--- config.mk ---
export PLATFORM = sky130hd
export DESIGN_NAME = two_digit_seven_segment_formatter
export DESIGN_NICKNAME = d
export VERILOG_FILES = /design/src/design/tdssf_pkg.sv /design/src/design/tdssf_encode.sv /design/src/design/two_digit_seven_segment_formatter.sv
export SDC_FILE = /design/constraint.sdc
export NUM_CORES = 1
export LEC_CHECK = 0
export ABC_AREA = 1
export ABC_CLOCK_PERIOD_IN_PS = 10800
export CORE_MARGIN = 1.5
export CORE_UTILIZATION = 35
export CTS_CLUSTER_SIZE = 24
export DETAILED_ROUTE_END_ITERATION = 10
export DONT_BUFFER_PORTS = 1
export GPL_TIMING_DRIVEN = 1
export PLACE_DENSITY = 0.46
export SLEW_MARGIN = 20
export SYNTH_ARGS = -nofsm -noshare
export SYNTH_HDL_FRONTEND = slang
export SYNTH_SLANG_ARGS = --single-unit
--- constraint.sdc ---
create_clock -name clk -period 10.8 [get_ports clk]
set_input_delay 2.16 -clock clk [delete_from_list [all_inputs] [get_ports clk]]
set_output_delay 2.16 -clock clk [all_outputs]
set_load 0.03 [all_outputs]
--- src/design/tdssf_pkg.sv ---
// Shared constants and helpers for the two-digit seven-segment formatter.
// Holds the glyph table, segment bit masks, opcode codes and a divide-by-ten helper.
// No dependencies.
package tdssf_pkg;

    localparam logic [1:0] OP_DEC = 2'd0;
    localparam logic [1:0] OP_FIX = 2'd1;
    localparam logic [1:0] OP_HEX = 2'd2;
    localparam logic [1:0] OP_BAD = 2'd3;

    localparam logic [7:0]  SEG_POINT = 8'h01;
    localparam logic [7:0]  SEG_MINUS = 8'h80;
    localparam logic [15:0] SEG_ERROR = {SEG_MINUS, SEG_MINUS};

    function automatic logic [7:0] glyph(input logic [3:0] digit);
        logic [7:0] seg;
        case (digit)
            4'h0: seg = 8'h7E;
            4'h1: seg = 8'h0A;
            4'h2: seg = 8'hB6;
            4'h3: seg = 8'h9E;
            4'h4: seg = 8'hCA;
            4'h5: seg = 8'hDC;
            4'h6: seg = 8'hFC;
            4'h7: seg = 8'h0E;
            4'h8: seg = 8'hFE;
            4'h9: seg = 8'hDE;
            4'hA: seg = 8'hEE;
            4'hB: seg = 8'hF8;
            4'hC: seg = 8'h74;
            4'hD: seg = 8'hBA;
            4'hE: seg = 8'hF4;
            default: seg = 8'hE4;
        endcase
        return seg;
    endfunction

    // Quotient in the high nibble, remainder in the low nibble; exact for 0..99.
    function automatic logic [7:0] div10(input logic [6:0] x);
        logic [14:0] prod;
        logic [3:0]  q;
        logic [6:0]  r;
        prod = {8'd0, x} * 15'd205;
        q    = prod[14:11];
        r    = x - 7'({q, 3'b000} + {2'b00, q, 1'b0});
        return {q, r[3:0]};
    endfunction

endpackage

--- src/design/tdssf_encode.sv ---
// Combinational encoder: opcode and signed value to two digit segment bytes.
// Depends on tdssf_pkg for the glyph table, masks and divide-by-ten helper.
module tdssf_encode (
    input  logic [1:0]        opcode,
    input  logic signed [15:0] value,
    output logic [15:0]       pattern
);
    import tdssf_pkg::*;

    logic        neg;
    logic [16:0] ext;
    logic [16:0] mag;
    logic [16:0] u_sum;
    logic [12:0] u_mag;
    logic [14:0] t_sum;
    logic [10:0] t_mag;
    logic [7:0]  dec_qr;
    logic [7:0]  u_qr;
    logic [7:0]  t_qr;
    logic        u_bad;

    always_comb
    begin
        neg   = value[15];
        ext   = {value[15], value};
        mag   = neg ? (17'd0 - ext) : ext;
        // Round half away from zero on the magnitude: units and tenths.
        u_sum = mag + 17'd8;
        u_mag = u_sum[16:4];
        t_sum = {1'b0, mag[10:0], 3'b000} + {3'b000, mag[10:0], 1'b0} + 15'd8;
        t_mag = t_sum[14:4];
        dec_qr = div10(mag[6:0]);
        u_qr   = div10(u_mag[6:0]);
        t_qr   = div10(t_mag[6:0]);
        u_bad  = neg ? (u_mag > 13'd9) : (u_mag > 13'd99);

        case (opcode)
            OP_DEC:
            begin
                if (neg ? (mag > 17'd9) : (mag > 17'd99))
                    pattern = SEG_ERROR;
                else if (neg)
                    pattern = {SEG_MINUS, glyph(mag[3:0])};
                else
                    pattern = {glyph(dec_qr[7:4]), glyph(dec_qr[3:0])};
            end
            OP_HEX:
            begin
                if (neg ? (mag > 17'd15) : (mag > 17'd255))
                    pattern = SEG_ERROR;
                else if (neg)
                    pattern = {SEG_MINUS, glyph(mag[3:0])};
                else
                    pattern = {glyph(mag[7:4]), glyph(mag[3:0])};
            end
            OP_FIX:
            begin
                if (u_bad)
                    pattern = SEG_ERROR;
                else if (neg && (t_mag >= 11'd10))
                    pattern = {SEG_MINUS, glyph(u_mag[3:0]) | SEG_POINT};
                else if (neg && (t_mag != 11'd0))
                    pattern = {SEG_MINUS | SEG_POINT, glyph(t_mag[3:0])};
                else if (t_mag < 11'd100)
                    pattern = {glyph(t_qr[7:4]) | SEG_POINT, glyph(t_qr[3:0])};
                else
                    pattern = {glyph(u_qr[7:4]), glyph(u_qr[3:0]) | SEG_POINT};
            end
            default:
                pattern = SEG_ERROR;
        endcase
    end

endmodule

--- src/design/two_digit_seven_segment_formatter.sv ---
// Top level of the two-digit seven-segment formatter.
// Depends on tdssf_pkg and tdssf_encode.
//
// Usage:
//   Input channel item_valid/item_ready carries opcode and value; a transfer
//   happens on a rising edge with both high. Output channel
//   result_valid/result_ready carries segment_pattern (left digit in the high
//   byte, right digit in the low byte).
//   An input transfer loads the input register; the encoder logic then
//   feeds the result register, which loads when empty or draining.
//   Throughput: one item per cycle unless result_ready stalls; the encoder
//   is a single pass of table lookups and small constant divides between
//   the two registers. Every input produces exactly one result, in order.
//   Reset (rst_n low, asynchronous) empties both stages; item_ready is high
//   right after reset.
//   When the receiver stalls, the result register holds its word and one
//   more item waits in the input register; item_ready drops only when both
//   are full and result_ready is low.
module two_digit_seven_segment_formatter (
    input  logic               clk,
    input  logic               rst_n,
    input  logic               item_valid,
    output logic               item_ready,
    input  logic [1:0]         opcode,
    input  logic signed [15:0] value,
    output logic               result_valid,
    input  logic               result_ready,
    output logic [15:0]        segment_pattern
);
    import tdssf_pkg::*;

    logic               stage_valid_reg;
    logic               stage_valid_next;
    logic [1:0]         opcode_reg;
    logic signed [15:0] value_reg;
    logic               result_valid_reg;
    logic               result_valid_next;
    logic [15:0]        pattern_reg;
    logic [15:0]        enc_pattern;
    logic               advance;
    logic               take;

    tdssf_encode u_encode (
        .opcode  (opcode_reg),
        .value   (value_reg),
        .pattern (enc_pattern)
    );

    // Move the staged item on when the result register is empty or drains now.
    assign advance    = !result_valid_reg || result_ready;
    assign item_ready = !stage_valid_reg || advance;
    assign take       = item_valid && item_ready;

    always_comb
    begin
        stage_valid_next  = item_ready ? item_valid : stage_valid_reg;
        result_valid_next = advance ? stage_valid_reg : result_valid_reg;
    end

    always_ff @(posedge clk or negedge rst_n)
    begin
        if (!rst_n)
        begin
            stage_valid_reg  <= 1'b0;
            result_valid_reg <= 1'b0;
        end
        else
        begin
            stage_valid_reg  <= stage_valid_next;
            result_valid_reg <= result_valid_next;
        end
    end

    always_ff @(posedge clk)
    begin
        if (take)
        begin
            opcode_reg <= opcode;
            value_reg  <= value;
        end
        if (advance && stage_valid_reg)
            pattern_reg <= enc_pattern;
    end

    assign result_valid    = result_valid_reg;
    assign segment_pattern = pattern_reg;

    a_ready_low_only_when_full: assert property (@(posedge clk) disable iff (!rst_n)
        !item_ready |-> (stage_valid_reg && result_valid_reg && !result_ready))
        else $error("item_ready low while pipeline has room");

    a_result_loads_encoding: assert property (@(posedge clk) disable iff (!rst_n)
        (stage_valid_reg && advance) |=>
            (result_valid_reg && (pattern_reg == $past(enc_pattern))))
        else $error("result register did not capture the encoded item");

    a_stage_holds_on_stall: assert property (@(posedge clk) disable iff (!rst_n)
        (stage_valid_reg && !advance) |=>
            (stage_valid_reg && $stable(value_reg) && $stable(opcode_reg)))
        else $error("staged item changed during a stall");

    a_bad_opcode_error: assert property (@(posedge clk) disable iff (!rst_n)
        (stage_valid_reg && advance && (opcode_reg == OP_BAD)) |=>
            (pattern_reg == SEG_ERROR))
        else $error("unused opcode did not give the error pattern");

endmodule
; ---- Word level (Yosys, flattened, before mapping)
; Memory sizes are Yosys's and may differ from the RTL's.
; Index checks and enable logic that the tools add are counted.
[op_classes]
reduce_logical = 10
order_cmp = 8
n_addsub = 10
muxes = 13
eq_ne = 2
n_mul = 3
[op_table]
columns = op, count
row1 = 16-bit 2-to-1 mux, 8
row2 = 16-bit one-hot mux with 3 select lines, 1
row3 = 7-bit by 8-bit multiplier with 15-bit output (second input constant), 3
row4 = 17-bit by 4-bit greater-than comparator with 1-bit output (second input constant), 2
row5 = 17-bit by 4-bit adder with 17-bit output (second input constant), 1
row6 = 17-bit by 7-bit greater-than comparator with 1-bit output (second input constant), 1
row7 = 17-bit by 8-bit greater-than comparator with 1-bit output (second input constant), 1
row8 = 17-bit 2-to-1 mux, 1
row9 = 1-bit by 16-bit subtractor with 17-bit output (first input constant), 1
row10 = 14-bit by 12-bit adder with 15-bit output, 1
row11 = 15-bit by 4-bit adder with 15-bit output (second input constant), 1
row12 = 13-bit by 4-bit greater-than comparator with 1-bit output (second input constant), 1
row13 = 13-bit by 7-bit greater-than comparator with 1-bit output (second input constant), 1
row14 = 4-bit adder, 3
row15 = 4-bit subtractor, 3
row16 = 11-bit by 4-bit >= comparator with 1-bit output (second input constant), 1
row17 = 11-bit by 7-bit < comparator with 1-bit output (second input constant), 1
row18 = 11-bit nonzero test, 1
row19 = 1-bit logical AND, 4
row20 = 1-bit 2-to-1 mux, 3
row21 = 2-bit by 1-bit == test with 1-bit output (second input constant), 1
row22 = 2-bit == test (second input constant), 1
row23 = 1-bit logical NOT, 2
row24 = 2-bit logical NOT, 1
row25 = 1-bit logical OR, 2
[word_totals]
reg_bits = 36
rom_bits = 1344
input_bits = 22
n_memories = 12
[memory_table]
columns = name, depth, word_bits, read_ports, rd_clocked_by_memory_dff, write_ports, line
row1 = (no name shown), 16, 7, 1, 0, 0, tdssf_pkg.sv:17  ; case (digit)
row2 = (no name shown), 16, 7, 1, 0, 0, tdssf_pkg.sv:17
row3 = (no name shown), 16, 7, 1, 0, 0, tdssf_pkg.sv:17
row4 = (no name shown), 16, 7, 1, 0, 0, tdssf_pkg.sv:17
row5 = (no name shown), 16, 7, 1, 0, 0, tdssf_pkg.sv:17
row6 = (no name shown), 16, 7, 1, 0, 0, tdssf_pkg.sv:17
row7 = 6 more memories, n/a, n/a, n/a, n/a, n/a, n/a

; ---- Logic depth before layout (Yosys ltp)
; Gate-level depths: netlist of the first run.
; An unclocked memory read counts as a cell.
[depth]
depth_word = 13
depth_mapped = 53
ltp_nobuf = 52

; ---- By module
; A second synthesis of the first run with hierarchy kept.
[unflattened]
cells_unflattened = 1315
hier_area_um2 = 9113.7
[modules_own_cells]
columns = module, area_per_inst_um2, cells_per_inst, seq_area_each_um2, n_inst
row1 = tdssf_encode, 7997.7, 1269, 0.0, 1
row2 = two_digit_seven_segment_formatter, 1116.1, 46, 1071.0, 1

; ---- Least setup slack after synthesis of the first run
; OpenSTA, ideal clock, no wires.
[synth_timing]
kind = reg2reg
from = register value_reg[0]
to = register pattern_reg[2] (netlist: segment_pattern[2]) (data pin)
arrival_time_ns = 7.378
path_stages_with_launch = 47
setup_slack_ns = 3.167
required_time_ns = 10.544
period_less_slack_ns = 7.633
path_cell_list = edfxtp_1 > inv_2 > ha_1 > nor2_1 > nand2_1 > nand2_1 > buf_1 > ha_1 > ha_1 > a21oi_1 > nor2_1 > o21ai_0 > nand2_1 > nand3_2 > nand3_1 > nand2_2 > inv_1 > ha_1 > [11 not listed] > xor2_1 > inv_1 > ha_1 > inv_1 > or2_2 > nand2_1 > clkbuf_1 > o21ai_0 > nand3_1 > nand2_1 > nand4_1 > nand2_1 > inv_1 > nand2_1 > nand2_1 > nand2_1 > nand2_1 > nand2_1
[synth_via]
elab_chain_len = 13
elab_cells_between_ends = 45
classes_between = 10 x add/sub / 3 x mul / 8 x order compare / 13 x mux / 3 x reduce/logical / 8 x memory
[synth_lines]
columns = element, line
row1 = "start, declared", two_digit_seven_segment_formatter.sv:35  ; logic signed [15:0] value_reg;
row2 = "start signal, assigned", two_digit_seven_segment_formatter.sv:79  ; value_reg <= value;
row3 = 1-bit by 16-bit subtractor with 17-bit output, tdssf_encode.sv:26  ; mag = neg ? (17'd0 - ext) : ext;
row4 = 17-bit 2-to-1 mux (*), tdssf_encode.sv:26
row5 = 14-bit by 12-bit adder with 15-bit output, tdssf_encode.sv:30  ; t_sum = {1'b0, mag[10:0], 3'b000} + {3'b000, mag[10:0], 1'b0} + 15'd8;
row6 = 15-bit by 4-bit adder with 15-bit output, tdssf_encode.sv:30
row7 = 7-bit by 8-bit multiplier with 15-bit output, tdssf_pkg.sv:43  ; prod = {8'd0, x} * 15'd205;
row8 = 4-bit adder, tdssf_pkg.sv:45  ; r = x - 7'({q, 3'b000} + {2'b00, q, 1'b0});
row9 = 4-bit subtractor, tdssf_pkg.sv:45
row10 = memory read 16 x 7 bit, n/a
row11 = 16-bit 2-to-1 mux, tdssf_encode.sv:64  ; else if (t_mag < 11'd100)
row12 = 16-bit 2-to-1 mux, tdssf_encode.sv:62  ; else if (neg && (t_mag != 11'd0))
row13 = 16-bit 2-to-1 mux, tdssf_encode.sv:60  ; else if (neg && (t_mag >= 11'd10))
row14 = 16-bit 2-to-1 mux, tdssf_encode.sv:58  ; if (u_bad)
row15 = 16-bit one-hot mux with 3 select lines (*), tdssf_encode.sv:37  ; case (opcode)
row16 = net enc_pattern[2], two_digit_seven_segment_formatter.sv:39  ; logic [15:0] enc_pattern;
row17 = "end signal, assigned", two_digit_seven_segment_formatter.sv:82  ; pattern_reg <= enc_pattern;
row18 = "end, declared", two_digit_seven_segment_formatter.sv:38  ; logic [15:0] pattern_reg;
; The timed path passes the listed nets; every way through them passes the cells marked *.
; A chain may end at the register's enable or synchronous reset.

; ---- Worst setup path after layout of the first run
[layout_timing]
from = register value_reg[0]
to = register pattern_reg[6] (netlist: segment_pattern[6]) (data pin)
; Same word-level chain as after synthesis.

==> results of run 1 <==
[synth_stat cells (6+ instances only)]
master / count / share of area, %
o211ai_1: 14 / 1.2
nand2_1: 313 / 13
o21ai_0: 87 / 4.8
o21ai_1: 13 / 0.72
ha_1: 195 / 27
xor2_1: 15 / 1.4
inv_2: 20 / 0.83
fa_1: 24 / 5.3
edfxtp_1: 34 / 11
nor3_1: 9 / 0.50
nand2_2: 23 / 1.6
a31oi_1: 6 / 0.41
nand4_1: 13 / 0.90
nand3_2: 10 / 1.1
inv_1: 194 / 8.0
nand3b_1: 9 / 0.74
or2_2: 8 / 0.55
a21oi_1: 51 / 2.8
nor2_1: 112 / 4.6
nand3_1: 96 / 5.3
[kinds of logic (layout without fill, tap and decap cells)]
family / count (synthesis) / after routing / synth area share (%)
buf+inv: 237 / 231 / 10.4
fa+ha+maj: 219 / 219 / 32.2
xor+xnor: 23 / 23 / 2.88
compound gates: 201 / 201 / 12.6
flops: 36 / 36 / 11.8
simple gates: 611 / 611 / 30.1
[through the flow]
stage | area (um^2) | hold slack [ns] | util (%)
floorplan | 9070 | 0.447 | -
global placement | 9390 | 0.484 | 37.1
detailed placement | 9390 | 0.492 | 37.1
CTS | 9540 | 0.505 | 37.6
global route | 9540 | 0.561 | 37.7
finish | 9540 | 0.521 | 37.7
[layer usage]
layer | up-vias | part of all wire [%] | GRT usage, %
met4 | 0 | 1.6 | 2.98
li1 | 4317 | - | -
met5 | - | 0 | 0
met1 | 3705 | 51 | 28.1
met3 | 18 | 3.6 | 1.24
met2 | 157 | 44 | 31.0
[cell type report]
class                      count  area [um^2]  share of cell area, %
timing repair buffer           2         15.0                  0.157
sequential                    36         1070                   11.2
tap                          330          413                   4.33
multi-input combinational   1054         7070                   74.0
clock inverter                 3         18.8                  0.197
clock buffer                   5          125                   1.31
inverter                     221          835                   8.75
[how the worst min path moves through the flow]
stage / start / cells past startpoint / endpoint / slack, ns
floorplan: stage_valid_reg / 2 / result_valid / 0.45
global placement: stage_valid_reg / 2 / result_valid / 0.48
detailed placement: stage_valid_reg / 2 / result_valid / 0.49
CTS: stage_valid_reg / 2 / result_valid / 0.51
global route: stage_valid_reg / 2 / result_valid / 0.56
finish: stage_valid_reg / 2 / result_valid / 0.52
[worst reg2reg max path: cells and delay by family (launching register included)]
family	cells	cell delay [ns]
AO/OA/AOI/OAI	6	0.89
XOR/XNOR	1	0.34
adder cells (fa/ha/maj)	9	3.20
buffers and inverters	9	1.06
flip-flops	1	0.75
AND/OR/NAND/NOR	17	2.38
[cells in the final DEF (no fill, tap or decap), types with 3 or more instances in the layout]
cell type    n
a21o_1       4
a21oi_1     50
a31oi_1      6
clkbuf_16    5
clkinv_1     5
edfxtp_1    34
fa_1        24
ha_1       195
inv_1      194
inv_2       20
nand2_1    313
nand2_2     23
nand2_4      4
nand3_1     96
nand3_2     10
nand3b_1     9
nand4_1     13
nor2_1     112
nor2_2       5
nor2_4       4
nor3_1       9
o211ai_1    14
o21a_1       4
o21ai_0     87
o21ai_1     13
o21bai_1     5
o31ai_1      5
or2_2        8
xnor2_1      3
xor2_1      15
==> reports/qor.csv, run 1 <==
metric;value;unit
P&R area growth vs syn;5.21;%
wire length of the first global-routing pass;40900;um
CTS H-Tree Depth;2;
CTS tree;built;
Ports;40;
initial drt markers;504;
Post-CTS Setup Bufs;0;
Yosys reg bits;36;
Worst slew margin;54.9;%
share of layout cells above drive strength 1;7.34;%
fillers;2705;
reg2reg start;value_reg[0];
CP delay by family, top;adder cells;
# diodes;0;
Root Buffer;clkbuf_16;
DRT antenna net count;0;
Reg2Reg Setup Slack;1.92;ns
Global Route Usage Sum;19.1;%
ys flop type;edfxtp_1;
core area;25300;um^2
CTS clk-pin slew, worst paths;0.07;ns
Critical Path Sink;segment_pattern[6];
count of final hold-check violations;0;
initial antenna violation count;0;
Critical Path AT;8.92;ns
# DRC;0;
Unique masters post-synth;53;
Slowest-stage cell, CP;edfxtp_1;
Post-synth EDFFs;34;
vias in the first global route;7730;
fin crit share;82.2;%
reg2reg end;segment_pattern[6];
Sum Neg Setup Slack;0;ns
clock skew;0.0133;ns
Critical Path RT;10.83;ns
fin cells;1651;
Post-Syn Nets;1568;
CTS max path bufs;2;
post-CTS resize count;0;
largest net degree at the start of global routing;27;
final wirelength;25200;um
kind of critical path;flop to flop;
cell depth of the worst flop-to-flop path;42;
Max Fclk;0.113;GHz
Die X;164;um
CP Capture Type;flop;
RePlAce Congestion;0.857;
DP Wirelength;21100;um
Overflow after GRT;0;
RSZ-0062 raised after global routing;false;
CTS buffer count;5;
Hold Crit Class;flop to flop;
Slew Limit Fails;0;
cell count after placement;1643;
outcome;finished, final reports clean;
Sink Count;36;
post-synthesis sequential area ratio;11.8;%
Worst Setup SP;value_reg[0];
Final WS setup;1.92;ns
Setup Viol. Count Final;0;
Die Ht;164;um
pre-CTS setup slack;1.92;ns
floorplan row count;58;
Critical Path Start Type;flop;
Initial Util;35.8;%
CP bufs+invs;9;
Async SR Flop Fraction;5.56;%
Tmin final;8.88;ns
Via-to-Cell Ratio;4.96;
Die ar.;26900;um^2
Critical Path Max Stage Delay;0.75;ns
Ys Warns;0;
drt pass-1 iters;5;
# nets final;1561;
synthesized area;9070;um^2
PortBufs;0;
CP most frequent cell;nand2_1;
DR WL/cell;15.3;um
worst-skew pair later-pin latency;0.29;ns
critical path fanouts, max;15;
Mapped Cells;1327;
post-synthesis area per instance;6.83;um^2
Worst Tran Pin Value;0.676;ns
MaxCap Viol Count;0;
via count;8197;
CTS Hold Bufs;0;
stages on the worst setup path;42;
Power of run 1 is left out: the tool's default activity adds up to more than one toggle a clock period on the data nets, which glitch-free logic cannot reach.
==> inputs of run 2 (changes only) <==
- ABC_AREA: 1 -> 0
- ABC_CLOCK_PERIOD_IN_PS: 10800 -> 9100
- clock period: 10.8 -> 9.1 ns (I/O delays scaled with it)
==> reports/qor.csv, run 2 <==
metric;value;unit;change
Sum Neg Setup Slack;0;ns;unchanged
initial drt markers;510;;+1.2%
Initial Util;35.5;%;-0.34 points
Yosys top cell by area;ha_1;;
share of layout cells above drive strength 1;9.89;%;+2.5 points
CP Capture Type;flop;;
pre-CTS setup slack;0.264;ns;-1.65 ns
# nets final;1322;;-15%
Tmin final;8.63;ns;-0.250 ns
outcome;finished, final reports clean;;
Via-to-Cell Ratio;5.48;;+10%
count of final hold-check violations;0;;unchanged
floorplan row count;58;;unchanged
P&R area growth vs syn;10.3;%;
Yosys reg bits;36;;unchanged
DR WL/cell;18.3;um;+20%
top cell types by occurrence after synthesis;ha_1, inv_1, nand2_1;;
Die Ht;162;um;-1.0%
fin cells;1413;;-14%
CTS H-Tree Depth;2;;unchanged
clock skew;0.00658;ns;-0.00675 ns
Root Buffer;clkbuf_16;;
synthesized area;8880;um^2;-2.1%
RSZ-0062 raised after global routing;false;;
post-synthesis sequential area ratio;12.1;%;+0.25 points
Placed Area;9570;um^2;+1.9%
DRT antenna net count;0;;unchanged
Ports;40;;unchanged
post-synthesis area per instance;8.44;um^2;+24%
Unique masters post-synth;93;;+75%
Worst slew margin;39.2;%;-16 points
initial antenna violation count;0;;unchanged
RePlAce Congestion;0.836;;-2.4%
cell count after placement;1403;;-15%
DP Wirelength;21600;um;+2.4%
kind of critical path;flop to flop;;
critical path fanouts, max;11;;-4
CTS buffer count;5;;unchanged
Die ar.;26300;um^2;-2.0%
design area;9800;um^2;+2.7%
Max Fclk;0.116;GHz;+2.9%
Async SR Flop Fraction;5.56;%;unchanged
Overflow after GRT;0;;unchanged
Area contributors post-synth;ha_1, edfxtp_1, fa_1, inv_1, xnor2_1;;
drt pass-1 iters;5;;unchanged
Final WS setup;0.468;ns;-1.45 ns
final wirelength;25800;um;+2.3%
via count;7744;;-5.5%
Post-synth EDFFs;34;;unchanged
most common cell after layout, fill and taps aside;ha_1;;
count leader, synth;ha_1;;
core area;25000;um^2;-1.1%
wire length of the first global-routing pass;41700;um;+2.1%
# DRC;0;;unchanged
worst-skew pair later-pin latency;0.29;ns;about the same
reg2reg end;segment_pattern[3];;
Mapped Cells;1052;;-21%
hold path cells;1;;-1
Critical Path Max Stage Delay;0.52;ns;-0.23 ns
Hold Path Origin;stage_valid_reg;;
Global Route Usage Sum;20.1;%;+1.0 points
CTS clk-pin slew, worst paths;0.06;ns;about the same
Die X;162;um;-1.0%
PortBufs;0;;unchanged
CP most frequent cell;ha_1;;
most frequent cells in the layout;ha_1, inv_1, nand2_1;;
Hold Crit Class;flop to flop;;
Sink Count;36;;unchanged
Ys Warns;0;;unchanged
CTS max path bufs;2;;unchanged
top cell type's share of synthesized area;27.5;%;+0.57 points
Post-Syn Nets;1293;;-18%
Worst Hold Path EP;result_valid;;
largest net degree at the start of global routing;28;;+3.7%
MaxCap Viol Count;0;;unchanged
Critical Path Start Type;flop;;
Reg2Reg Setup Slack;0.47;ns;-1.45 ns
Worst Tran Pin Value;0.912;ns;+0.236 ns
fin crit share;94.9;%;+13 points
cell depth of the worst flop-to-flop path;32;;-24%
vias in the first global route;7590;;-1.8%
reg2reg start;value_reg[0];;
ys flop type;edfxtp_1;;
CTS tree;built;;
Critical Path RT;9.11;ns;-1.72 ns
Setup Viol. Count Final;0;;unchanged
Critical Path AT;8.65;ns;-0.27 ns
Slew Limit Fails;0;;unchanged
Slowest-stage cell, CP;xor2_1;;
==> run 2: worst max-delay path by stage <==
| stage | start | to | slack, ns | depth (start not counted) |
|---|---|---|---|---|
| after global routing | value_reg[0] | segment_pattern[3] | 0.05 | 35 |
| after floorplan | value_reg[0] | segment_pattern[3] | 0.02 | 36 |
| after global placement | value_reg[1] | segment_pattern[1] | 0.45 | 33 |
| after detailed placement | value_reg[1] | segment_pattern[1] | 0.26 | 33 |
| final | value_reg[0] | segment_pattern[3] | 0.47 | 32 |
| after CTS | value_reg[1] | segment_pattern[1] | 0.24 | 33 |
==> run 2: timing repair <==
action	CTS	global route
gates resized for setup	0	10
setup endpoints to repair	0	7
hold buffers	0	0
buffers inserted	0	1
==> run 2: layer usage <==
layer / vias to the layer above / track usage [%] / share of wire [%]
met5: - / 0 / 0
met4: 0 / 5.55 / 2.0
met3: 26 / 1.48 / 2.5
met2: 123 / 34.0 / 46
met1: 3660 / 27.6 / 49
li1: 3935 / - / -
==> run 2: layout make-up <==
type	count	area, um^2
Sequential cell	36	1070
Multi-Input combinational cell	873	7330
Inverter	111	417
Antenna cell	1	2.50
Fill cell	2582	15200
Clock buffer	5	125
Clock inverter	3	37.5
Tap cell	330	413
Timing Repair Buffer	54	405
==> run 2: through the flow <==
step           utilization, %  hold WS, ns
4_1_cts                  38.9        0.509
3_5_place_dp             38.2        0.493
3_3_place_gp             38.2        0.483
2_1_floorplan               -        0.449
6_report                 39.1        0.497
5_1_grt                  39.1        0.547
==> run 2: kinds of logic after synthesis <==
family	after synthesis	synth area share (%)
simple gates	299	17.4
flops	36	12.1
compound gates	276	22.2
mux	18	2.45
fa+ha+maj	219	32.9
xor+xnor	61	6.75
buf+inv	143	6.26
==> run 2: worst max-delay path: cells and delay by family (launching register included) <==
family	cells	cell delay (ns)
flops	1	0.42
simple gates	7	1.54
fa+ha+maj	8	2.69
buf+inv	6	1.02
compound gates	7	1.65
xor+xnor	4	1.02
Power of run 2 is left out for the same reason.
